`src/rtl/rsbk_pkg.sv`:
```
// Package: shared types, constants and the float key mapping for the row sorter.
`timescale 1ns / 1ps
`default_nettype none
package rsbk_pkg;
	localparam int MAX_ROWS_DEF = 64;
	localparam int COLUMNS      = 4;
	localparam int COL_W        = 32;
	localparam int KEY_W        = 32;
	localparam int PADDR_W      = 3;
	localparam logic [PADDR_W-1:0] ADDR_KEY_COLUMN = 3'd0;

	typedef struct packed {
		logic [COL_W-1:0] in_col_0;
		logic [COL_W-1:0] in_col_1;
		logic [COL_W-1:0] in_col_2;
		logic [COL_W-1:0] in_col_3;
		logic             in_last_row;
	} in_row_t;

	typedef struct packed {
		logic [COL_W-1:0] out_col_0;
		logic [COL_W-1:0] out_col_1;
		logic [COL_W-1:0] out_col_2;
		logic [COL_W-1:0] out_col_3;
		logic             out_last_row;
		logic             overflowed;
	} out_row_t;

	typedef struct packed {
		logic [COL_W-1:0] c0;
		logic [COL_W-1:0] c1;
		logic [COL_W-1:0] c2;
		logic [COL_W-1:0] c3;
	} row_t;

	// compare unit verdict
	typedef struct packed {
		logic qual;
		logic better;
	} cmp_res_t;

	// map an IEEE single to an unsigned value ordering like the float
	function automatic logic [KEY_W-1:0] map_key(input logic [COL_W-1:0] bits);
		logic [KEY_W-1:0] r;
		if (bits[30:0] == 31'd0) begin
			r = 32'h8000_0000;
		end else if (bits[31]) begin
			r = ~bits;
		end else begin
			r = bits | 32'h8000_0000;
		end
		return r;
	endfunction
endpackage
`default_nettype wire

```
`src/rtl/rsbk_key_cmp.sv`:
```
// Shared compare unit: maps the key, ranks (key, index) against previous and the key against best.
`timescale 1ns / 1ps
`default_nettype none
module rsbk_key_cmp #(
	parameter int IW = 7
) (
	input  rsbk_pkg::row_t                row,
	input  wire [1:0]                     key_sel,
	input  wire [IW-1:0]                  idx,
	input  wire                           have_prev,
	input  wire [rsbk_pkg::KEY_W-1:0]     prev_key,
	input  wire [IW-1:0]                  prev_idx,
	input  wire                           found,
	input  wire [rsbk_pkg::KEY_W-1:0]     best_key,
	output logic [rsbk_pkg::KEY_W-1:0]    key,
	output rsbk_pkg::cmp_res_t            res
);
	logic [rsbk_pkg::COL_W-1:0] col;

	always_comb begin
		case (key_sel)
			2'd0:    col = row.c0;
			2'd1:    col = row.c1;
			2'd2:    col = row.c2;
			default: col = row.c3;
		endcase
		key = rsbk_pkg::map_key(col);
		res.qual = !have_prev || (key > prev_key) || ((key == prev_key) && (idx > prev_idx));
		// strict: a later row with an equal key never displaces the earlier one
		res.better = !found || (key < best_key);
	end
endmodule
`default_nettype wire

```
`config.mk`:
```
export PLATFORM = sky130hd
export DESIGN_NAME = rsbk_key_cmp
export DESIGN_NICKNAME = d
export VERILOG_FILES = /design/src/rtl/rsbk_pkg.sv /design/src/rtl/rsbk_key_cmp.sv
export SDC_FILE = /design/constraint.sdc
export NUM_CORES = 1
export LEC_CHECK = 0
export BUFFER_PORTS_ARGS = -buffer_cell sky130_fd_sc_hd__buf_4
export CAP_MARGIN = 10
export CORE_AREA = 2 2 94 96
export DETAILED_ROUTE_END_ITERATION = 12
export DIE_AREA = 0 0 96 98
export PLACE_DENSITY = 0.76
export SYNTH_ARGS = -nofsm -noshare
export SYNTH_HDL_FRONTEND = slang
export SYNTH_SLANG_ARGS = --single-unit
export TNS_END_PERCENT = 100
```
`constraint.sdc`:
```
create_clock -name vclk -period 5.62
set_input_delay 0.562 -clock vclk [all_inputs]
set_output_delay 0.562 -clock vclk [all_outputs]
set_load 0.005 [all_outputs]
```
# Word level (Yosys, flattened, before mapping)

Index checks and enable logic that the tools add are counted.

$lt $le $gt $ge: 3
Equal/unequal tests: 3
Multiplexer cells: 3
Bitwise logic cells: 1
Reductions and logical operators: 8

Operators by type and width:

| kind                 | count |
|---|---|
| $pmux W32 S3         | 1 |
| $mux W32             | 2 |
| $eq A32 B32 Y1       | 1 |
| $gt A32 B32 Y1       | 1 |
| $lt A32 B32 Y1       | 1 |
| $not A32 Y32         | 1 |
| $logic_not A31 Y1    | 1 |
| $gt A7 B7 Y1         | 1 |
| $logic_or A1 B1 Y1   | 3 |
| $eq A2 B1 Y1 const B | 1 |
| $eq A2 B2 Y1 const B | 1 |
| $logic_not A1 Y1     | 2 |
| $logic_not A2 Y1     | 1 |
| $logic_and A1 B1 Y1  | 1 |

Register bits: 0
Input bits: 210
Logic and storage cells: 18

# Depth between registers and ports, before layout

Gate-level depths: netlist (run 1).

Word-level depth: 8
Mapped depth: 16

# Worst setup path before layout (run 1)

No wires, ideal clock.

Kind: input-to-output
Start point: in key_sel[0]
End point: out res[0] in the netlist's numbering
Data arrival time: 3812 ps
Data required time: 5058 ps
Slack: 1246 ps
Stages: 15
Buffers on the path: 3
Cell sequence: buf_4 -> buf_6 -> mux4_2 -> nor4_1 -> nand4_1 -> nor2_1 -> buf_2 -> nor2_1 -> ha_1 -> nand2_1 -> o21ai_0 -> a41oi_1 -> or3_1 -> or4_1 -> and3_1

RTL lines:

| element            | RTL line           | source |
|---|---|---|
| start: declaration | rsbk_key_cmp.sv:8  | `input wire [1:0] key_sel,` |
| end: declaration   | rsbk_key_cmp.sv:16 | `output rsbk_pkg::cmp_res_t res` |

==> results of run 1 <==
## cells by family after synthesis
family                     Yosys count
AOI/OAI and AO/OA                   61
adders and majority gates           70
buffers and inverters               85
xor gates and xnor gates            31
and+or+nand+nor                     95
muxes                               32
## path summary, 6_finish.rpt
check	endpoint	from	depth (start not counted)	slack (ps)
min	res[1]	have_prev	5	1540
max	res[0]	key_sel[0]	16	410
## final cells by class
class	count	area [um2]	area share (%)
multi-input cells	289	2710	54.44
repair buffers	247	1867	37.50
inverters	71	266.5	5.353
well taps	108	135.1	2.714
## metal layers
layer	part of all wire, %	track usage [%]	up-vias
met1	38	30.11	1677
met3	7.5	2.546	8
li1	-	-	1829
met4	1.1	2.088	0
met5	0	0	-
met2	54	47.92	169
## where the power goes
part           internal, mW  switching, mW  leakage, nW
logic                 0.334          0.292         2.64
registers                 0              0            0
clock network             0              0            0
## layout by cell type (no fill, tap or decap), types with 2 or more instances in the layout
| master | n |
|---|---|
| or3_1 | 2 |
| nor3_1 | 5 |
| o21a_1 | 6 |
| nor2_1 | 38 |
| o21ai_0 | 20 |
| ha_1 | 70 |
| nor2b_1 | 7 |
| inv_1 | 71 |
| a211oi_1 | 3 |
| nand4_1 | 13 |
| nor4_1 | 8 |
| mux4_2 | 32 |
| nand2b_1 | 2 |
| o211ai_1 | 2 |
| nand2_1 | 9 |
| a2111oi_0 | 2 |
| buf_4 | 246 |
| nand3_1 | 6 |
| a21o_1 | 4 |
| a21oi_1 | 15 |
| xnor2_1 | 30 |
==> impl_metrics.toml, run 1 <==
[sta]
slew_violations = 0
hold_ws_ps = 1541
slew-limit-headroom_pct = 42.12
setup_viol = 0
worst_slew_pin_slew_ps = 868.2
setup_slack_ps = 414.2
rsz0062_at_grt = "false"
fin_crit_ps = 5206
finalCritPeriodShare_pct = 92.63
fin_setup_tns_ps = 0
fmax_mhz = 192.1
hold_violations = 0

[drt]
drtIter0Drc = 82
viasPerCell = 5.151
drc = 0
ant_nets = 0
via_count = 3683
finalWirelength_mm = 12.16
drt_first_pass_iters = 7
wire_per_inst_um = 17.01

[yosys]
yosys_warnings = 0
yosysTopAreaCell = "ha_1"
seq_area_frac_synth_pct = 0
synth-adder-area-share_pct = 28.57
synth_compound_area_share_pct = 12.16
synthesis.area_mm2 = 0.003065
synth_cells = 374
synth_most_common_cell = "inv_1"
synth_cell_type_count = 37
synth_top_family_by_area = "adder cells"
synth.net_count = 654
synth_xor_area_share_pct = 8.857
yosys.area_share.simple_pct = 15.22
avgSynthCellArea_um2 = 8.196
synthMuxAreaShare_pct = 23.51
yosys.area.top_type_share_pct = 28.57
yosys-top-cells-area = "ha_1 (29%), mux4_2 (24%), inv_1 (8.7%), xnor2_1 (8.6%), nor2_1 (4.8%)"
synthTopCellsByCount = "inv_1 (71), ha_1 (70), nor2_1 (39), mux4_2 (32), xnor2_1 (30)"

[floorplanning]
rows = 34
die_h_um = 98
placeableCoreArea_mm2 = 0.008466
io_pins = 244
die_area_mm2 = 0.009408
initial_utilization_pct = 36.21
fp.dieW_um = 96

[pwr]
power_density_mw_per_mm2 = 125.9
vdd_ir_drop_max_v = 0.00007184
total_power_mw = 0.6266
power.leakage_nw = 2.644

[layout]
nFillCells = 763
stdcell_count = 715
final_layout_size_suffix_gt1_share_pct = 46.13
stdcell_area_mm2 = 0.004979
postLayoutCoreUtil_pct = 58.81
antenna-diode-count = 0
seq_area_um2 = 0
seq_cells = 0
nets = 889
syn_to_final_growth_pct = 62.41
nClkBuffers = 0

[placed_design]
hpwl_mm = 11.33
pre_cts_ws_ps = 400.1
port_buffers = 244
place_inst = 715
placed_cell_area_mm2 = 0.004979
place_congestion = 0.9460

[worst_setup_path]
crit_path_end_kind = "primary output"
critPathKind = "in -> out"
worstPathRequired_ps = 5060
slowest_delay_ps = 540
start_kind = "primary input"
worstPathArrival_ps = 4640
worstPathCellList = "buf_4 > buf_12 > mux4_2 > nor4_1 > nand4_1 > nor2_2 > buf_4 > nor2_1 > ha_1 > nand2_1 > o21ai_0 > a41oi_1 > or3_1 > or4_1 > and3_1 > buf_4"
path_common_cell = "buf_4"
critical-path-top-delay-family = "simple AND/OR/NAND/NOR gates"
crit_buf_inv = 4
cp_max_fo = 30
cp_slowest_cell = "mux4_2"

[clocking]
holdBufCountCts = 0
cts_resized = 0
cts_setup_buffers = 0

[global_route]
grt.total_usage_pct = 24.86
grt_first_pass_wirelength_mm = 18.40
grt_max_degree = 33
grt_remaining_overflow = 0
antenna_found_initial = 0
grt_pass1_vias = 3820

[worst_hold_path]
hp-class = "in -> out"

[run_status]
status = "finished, final reports clean"

[flow_run]
cap_viol_max_count = 0
Power figures use the tool's default switching activity.
==> run 2: changes to the inputs <==
==> constraint.sdc (replaced) <==
create_clock -name vclk -period 5.62
set_input_delay 1.124 -clock vclk [all_inputs]
set_output_delay 1.124 -clock vclk [all_outputs]
set_load 0.005 [all_outputs]
==> run 2 against run 1 <==
Effect of this change:
- the flow now finishes with violations (setup timing)
- routed wire length rose by 6.2%
- sequential cell count did not move
- combinational power rose by 22%
- design area rose by 15%
- die area did not move
- power rose by 22%
- largest cell class unchanged
- core utilization rose by 9.0 points
- critical path depth fell by 1
- count of clock-buffer cells in the layout did not move
- global-route usage rose by 1.6 points
==> impl_metrics.toml, run 2 (same netlist as run 1, synthesis figures left out) <==
[run_status]
status = "complete, but fails checks"
violations = "setup timing"

[global_route]
antenna_found_initial = 0
grt_pass1_vias = 4145
grt.total_usage_pct = 26.42
grt_remaining_overflow = 0
grt_first_pass_wirelength_mm = 19.60
grt_max_degree = 33

[drt]
ant_nets = 0
via_count = 4028
wire_per_inst_um = 16.12
finalWirelength_mm = 12.91
drc = 0
drtIter0Drc = 120
drt_first_pass_iters = 4
viasPerCell = 5.029

[worst_setup_path]
cp_max_fo = 19
worstPathArrival_ps = 4580
start_kind = "primary input"
critPathKind = "in -> out"
crit_path_end_kind = "primary output"
worstPathRequired_ps = 4500

[pwr]
vdd_ir_drop_max_v = 0.00006199
total_power_mw = 0.7675
power.leakage_nw = 3.084
power_density_mw_per_mm2 = 133.7

[layout]
syn_to_final_growth_pct = 87.22
nets = 975
final_layout_size_suffix_gt1_share_pct = 54.26
final_cell_mix = "buf_4 (328), inv_1 (71), ha_1 (70)"
nClkBuffers = 0
final_common_cell = "buf_4"
antenna-diode-count = 0
seq_cells = 0
stdcell_area_mm2 = 0.005739
seq_area_um2 = 0

[sta]
finalCritPeriodShare_pct = 101.6
rsz0062_at_grt = "true"
slew-limit-headroom_pct = 74.49
slew_violations = 0
fmax_mhz = 175.2
setup_viol = 2
hold_ws_ps = 2660
hold_violations = 0
worst_slew_pin_slew_ps = 373.0
setup_slack_ps = -87.19
fin_crit_ps = 5707

[worst_hold_path]
hp-class = "in -> out"

[placed_design]
place_congestion = 0.9563
placed_cell_area_mm2 = 0.005637
hpwl_mm = 12.00
pre_cts_ws_ps = -227.7
port_buffers = 244

[floorplanning]
initial_utilization_pct = 36.21
placeableCoreArea_mm2 = 0.008466
rows = 34
die_area_mm2 = 0.009408
die_h_um = 98
fp.dieW_um = 96
io_pins = 244

[flow_run]
cap_viol_max_count = 0
## run 2: timing repair
item                       CTS  global route
hold buffers                 0             0
setup buffers                5             0
gates resized for setup     14             3
pin swaps                    5             0
setup endpoints to repair    2             2
hold endpoints to repair     0             0
## run 2: area by class of cell
type / instances / area (um2)
Timing Repair Buffer: 333 / 2562
Inverter: 71 / 266.5
Fill cell: 730 / 2726
Multi-Input combinational cell: 289 / 2775
Tap cell: 108 / 135.1
## run 2: worst max-delay path, stage by stage
cell	delay (ps)
buf_4	110
buf_12	160
mux4_2	550
nor4_2	310
nand4_1	180
nor2_2	180
buf_12	160
buf_4	150
nor2_1	60
ha_1	340
nand4_1	100
or3_1	370
or4_1	460
and3_1	190
buf_4	130
## run 2: routing by layer
| layer | routed length (um) | GRT usage, % | vias up |
|---|---|---|---|
| li1 | - | - | 1994 |
| met1 | 5050 | 32.01 | 1837 |
| met2 | 6792 | 49.57 | 175 |
| met3 | 782 | 2.546 | 22 |
| met4 | 284 | 5.165 | 0 |
| met5 | 0 | 0 | - |
## run 2: final timing paths
path	from	to	slack, ps	cells after the start
max	key_sel[0]	res[0]	-90	15
min	have_prev	res[1]	2660	5
## run 2: stage by stage
| step | setup TNS, ps | util [%] | instances |
|---|---|---|---|
| finish | -105.8 | 67.79 | 801 |
| global route | -601.5 | 67.79 | 801 |
| CTS | -77.70 | 67.66 | 801 |
| detailed placement | -383.9 | 66.58 | 796 |
| global placement | -410.8 | 66.58 | 796 |
| floorplan | 0 | - | 374 |
## run 2: power breakdown
group          internal, mW  switching [mW]  leakage, nW  total (mW)
registers                 0               0            0           0
clock network             0               0            0           0
logic                 0.442           0.326         3.08       0.767
==> run 3: changes to the inputs <==
Settings changed: REMOVE_ABC_BUFFERS set to 1.
==> run 3 against run 2 <==
Effect of this change:
- the flow still finishes with violations (setup timing)
- critical path type unchanged
- sequential share of layout area unchanged
- die area stayed put
- worst hold slack better by 24 ps
==> impl_metrics.toml, run 3 (same netlist as run 1, synthesis figures left out) <==
[run_status]
status = "complete, but fails checks"
violations = "setup timing"

[placed_design]
place_congestion = 0.8974
port_buffers = 244
place_inst = 809
hpwl_mm = 11.87

[sta]
slew-limit-headroom_pct = 70.93
setup_viol = 2
finalCritPeriodShare_pct = 104.1
setup_slack_ps = -229.2
fmax_mhz = 171.0
rsz0062_at_grt = "true"
hold_violations = 0
worst_slew_pin_slew_ps = 436.1
slew_violations = 0
fin_crit_ps = 5849

[drt]
drc = 0
drtIter0Drc = 97
viasPerCell = 5.079
finalWirelength_mm = 13.42
ant_nets = 0
wire_per_inst_um = 16.22
drt_first_pass_iters = 4
via_count = 4200

[clocking]
holdBufCountCts = 0

[worst_setup_path]
worstPathCellList = "buf_12 > buf_16 > mux4_2 > nor4_2 > buf_4 > nand4_1 > nor2_4 > buf_6 > buf_16 > nor2_4 > ha_4 > a21oi_2 > o21ai_2 > a41oi_2 > or3_1 > or4_1 > and3_4 > buf_6"
cp_max_fo = 15
critPathKind = "in -> out"
crit_path_end_kind = "primary output"
cp_slowest_cell = "mux4_2"
start_kind = "primary input"
worstPathArrival_ps = 4730
slowest_delay_ps = 530
worstPathRequired_ps = 4500

[layout]
nFillCells = 632
nets = 1001
nClkBuffers = 0
final_layout_size_suffix_gt1_share_pct = 57.72
multi_input_area_mm2 = 0.002869
final_cell_mix = "buf_4 (348), inv_1 (71), ha_1 (67)"
antenna-diode-count = 0
syn_to_final_growth_pct = 98.57
postLayoutCoreUtil_pct = 71.90
stdcell_count = 827
seq_area_um2 = 0
seq_cells = 0
final_common_cell = "buf_4"

[global_route]
grt_first_pass_wirelength_mm = 20.43
grt_max_degree = 22
grt.total_usage_pct = 27.19
antenna_found_initial = 0
grt_pass1_vias = 4455
grt_remaining_overflow = 0

[pwr]
power.leakage_nw = 3.236
vdd_ir_drop_max_v = 0.00006155
power_density_mw_per_mm2 = 136.7

[floorplanning]
die_h_um = 98
die_area_mm2 = 0.009408
io_pins = 244
placeableCoreArea_mm2 = 0.008466
fp.dieW_um = 96
rows = 34
initial_utilization_pct = 36.21

[flow_run]
cap_viol_max_count = 0

[worst_hold_path]
holdPathStages = 5
hp-start = "have_prev"
hold_end = "res[1]"
hp-class = "in -> out"
## run 3: cell types whose count changed in the layout (fill, tap and decap cells not counted), sizes merged
| cell | delta |
|---|---|
| buf | +26 |
## run 3: critical path: cells and delay by family
| kind | cells | cell delay, ps |
|---|---|---|
| buffers and inverters | 6 | 740 |
| AO/OA/AOI/OAI | 3 | 290 |
| multiplexers | 1 | 530 |
| adder cells (fa/ha/maj) | 1 | 280 |
| AND/OR/NAND/NOR | 7 | 1760 |
## run 3: through the flow
step	area, um2	setup TNS [ps]	hold WS (ps)	worst slack [ps]	total power [mW]
2_1_floorplan	2974	-573.4	2433	-392.0	0.3287
3_3_place_gp	5722	-488.2	2675	-261.2	0.7461
3_5_place_dp	5722	-732.5	2682	-393.6	0.7636
4_1_cts	6036	-231.3	2695	-167.5	0.8195
5_1_grt	6087	-651.1	2727	-349.9	0.9073
6_report	6087	-314.5	2684	-229.2	0.8319
## run 3: area by class of cell
class | count | share of cell area (%)
multi-input cells | 289 | 47.13
repair buffers | 359 | 46.27
inverters | 71 | 4.378
well taps | 108 | 2.220
## run 3: worst max path at each step
stage	slack (ps)	depth (start not counted)	endpoint	start
floorplan	-390	12	res[0]	key_sel[0]
global placement	-260	17	res[0]	key_sel[0]
detailed placement	-390	17	res[0]	key_sel[0]
CTS	-170	18	res[0]	key_sel[0]
global route	-350	18	res[0]	key_sel[0]
finish	-230	18	res[0]	key_sel[0]
## run 3: where the power goes
part | internal [mW] | switching (mW)
combinational | 0.483 | 0.349
clock | 0 | 0
sequential | 0 | 0
## run 3: timing repair
| action | 4_1_cts | 5_1_grt |
|---|---|---|
| setup endpoints to repair | 2 | 2 |
| hold endpoints to repair | 0 | 0 |
| gates resized for setup | 41 | 6 |
| buffers inserted | 14 | 3 |
| pin swaps | 20 | 3 |
| cloned | 1 | 0 |
## run 3: metal layers
layer / part of all wire [%] / global-route usage, % / vias up / wire length, um
met5: 0 / 0 / - / 0
met4: 3.2 / 8.242 / 0 / 435
met3: 5.8 / 2.238 / 30 / 773
met2: 54 / 52.51 / 186 / 7210
met1: 37 / 30.58 / 1934 / 4995
li1: - / - / 2050 / -
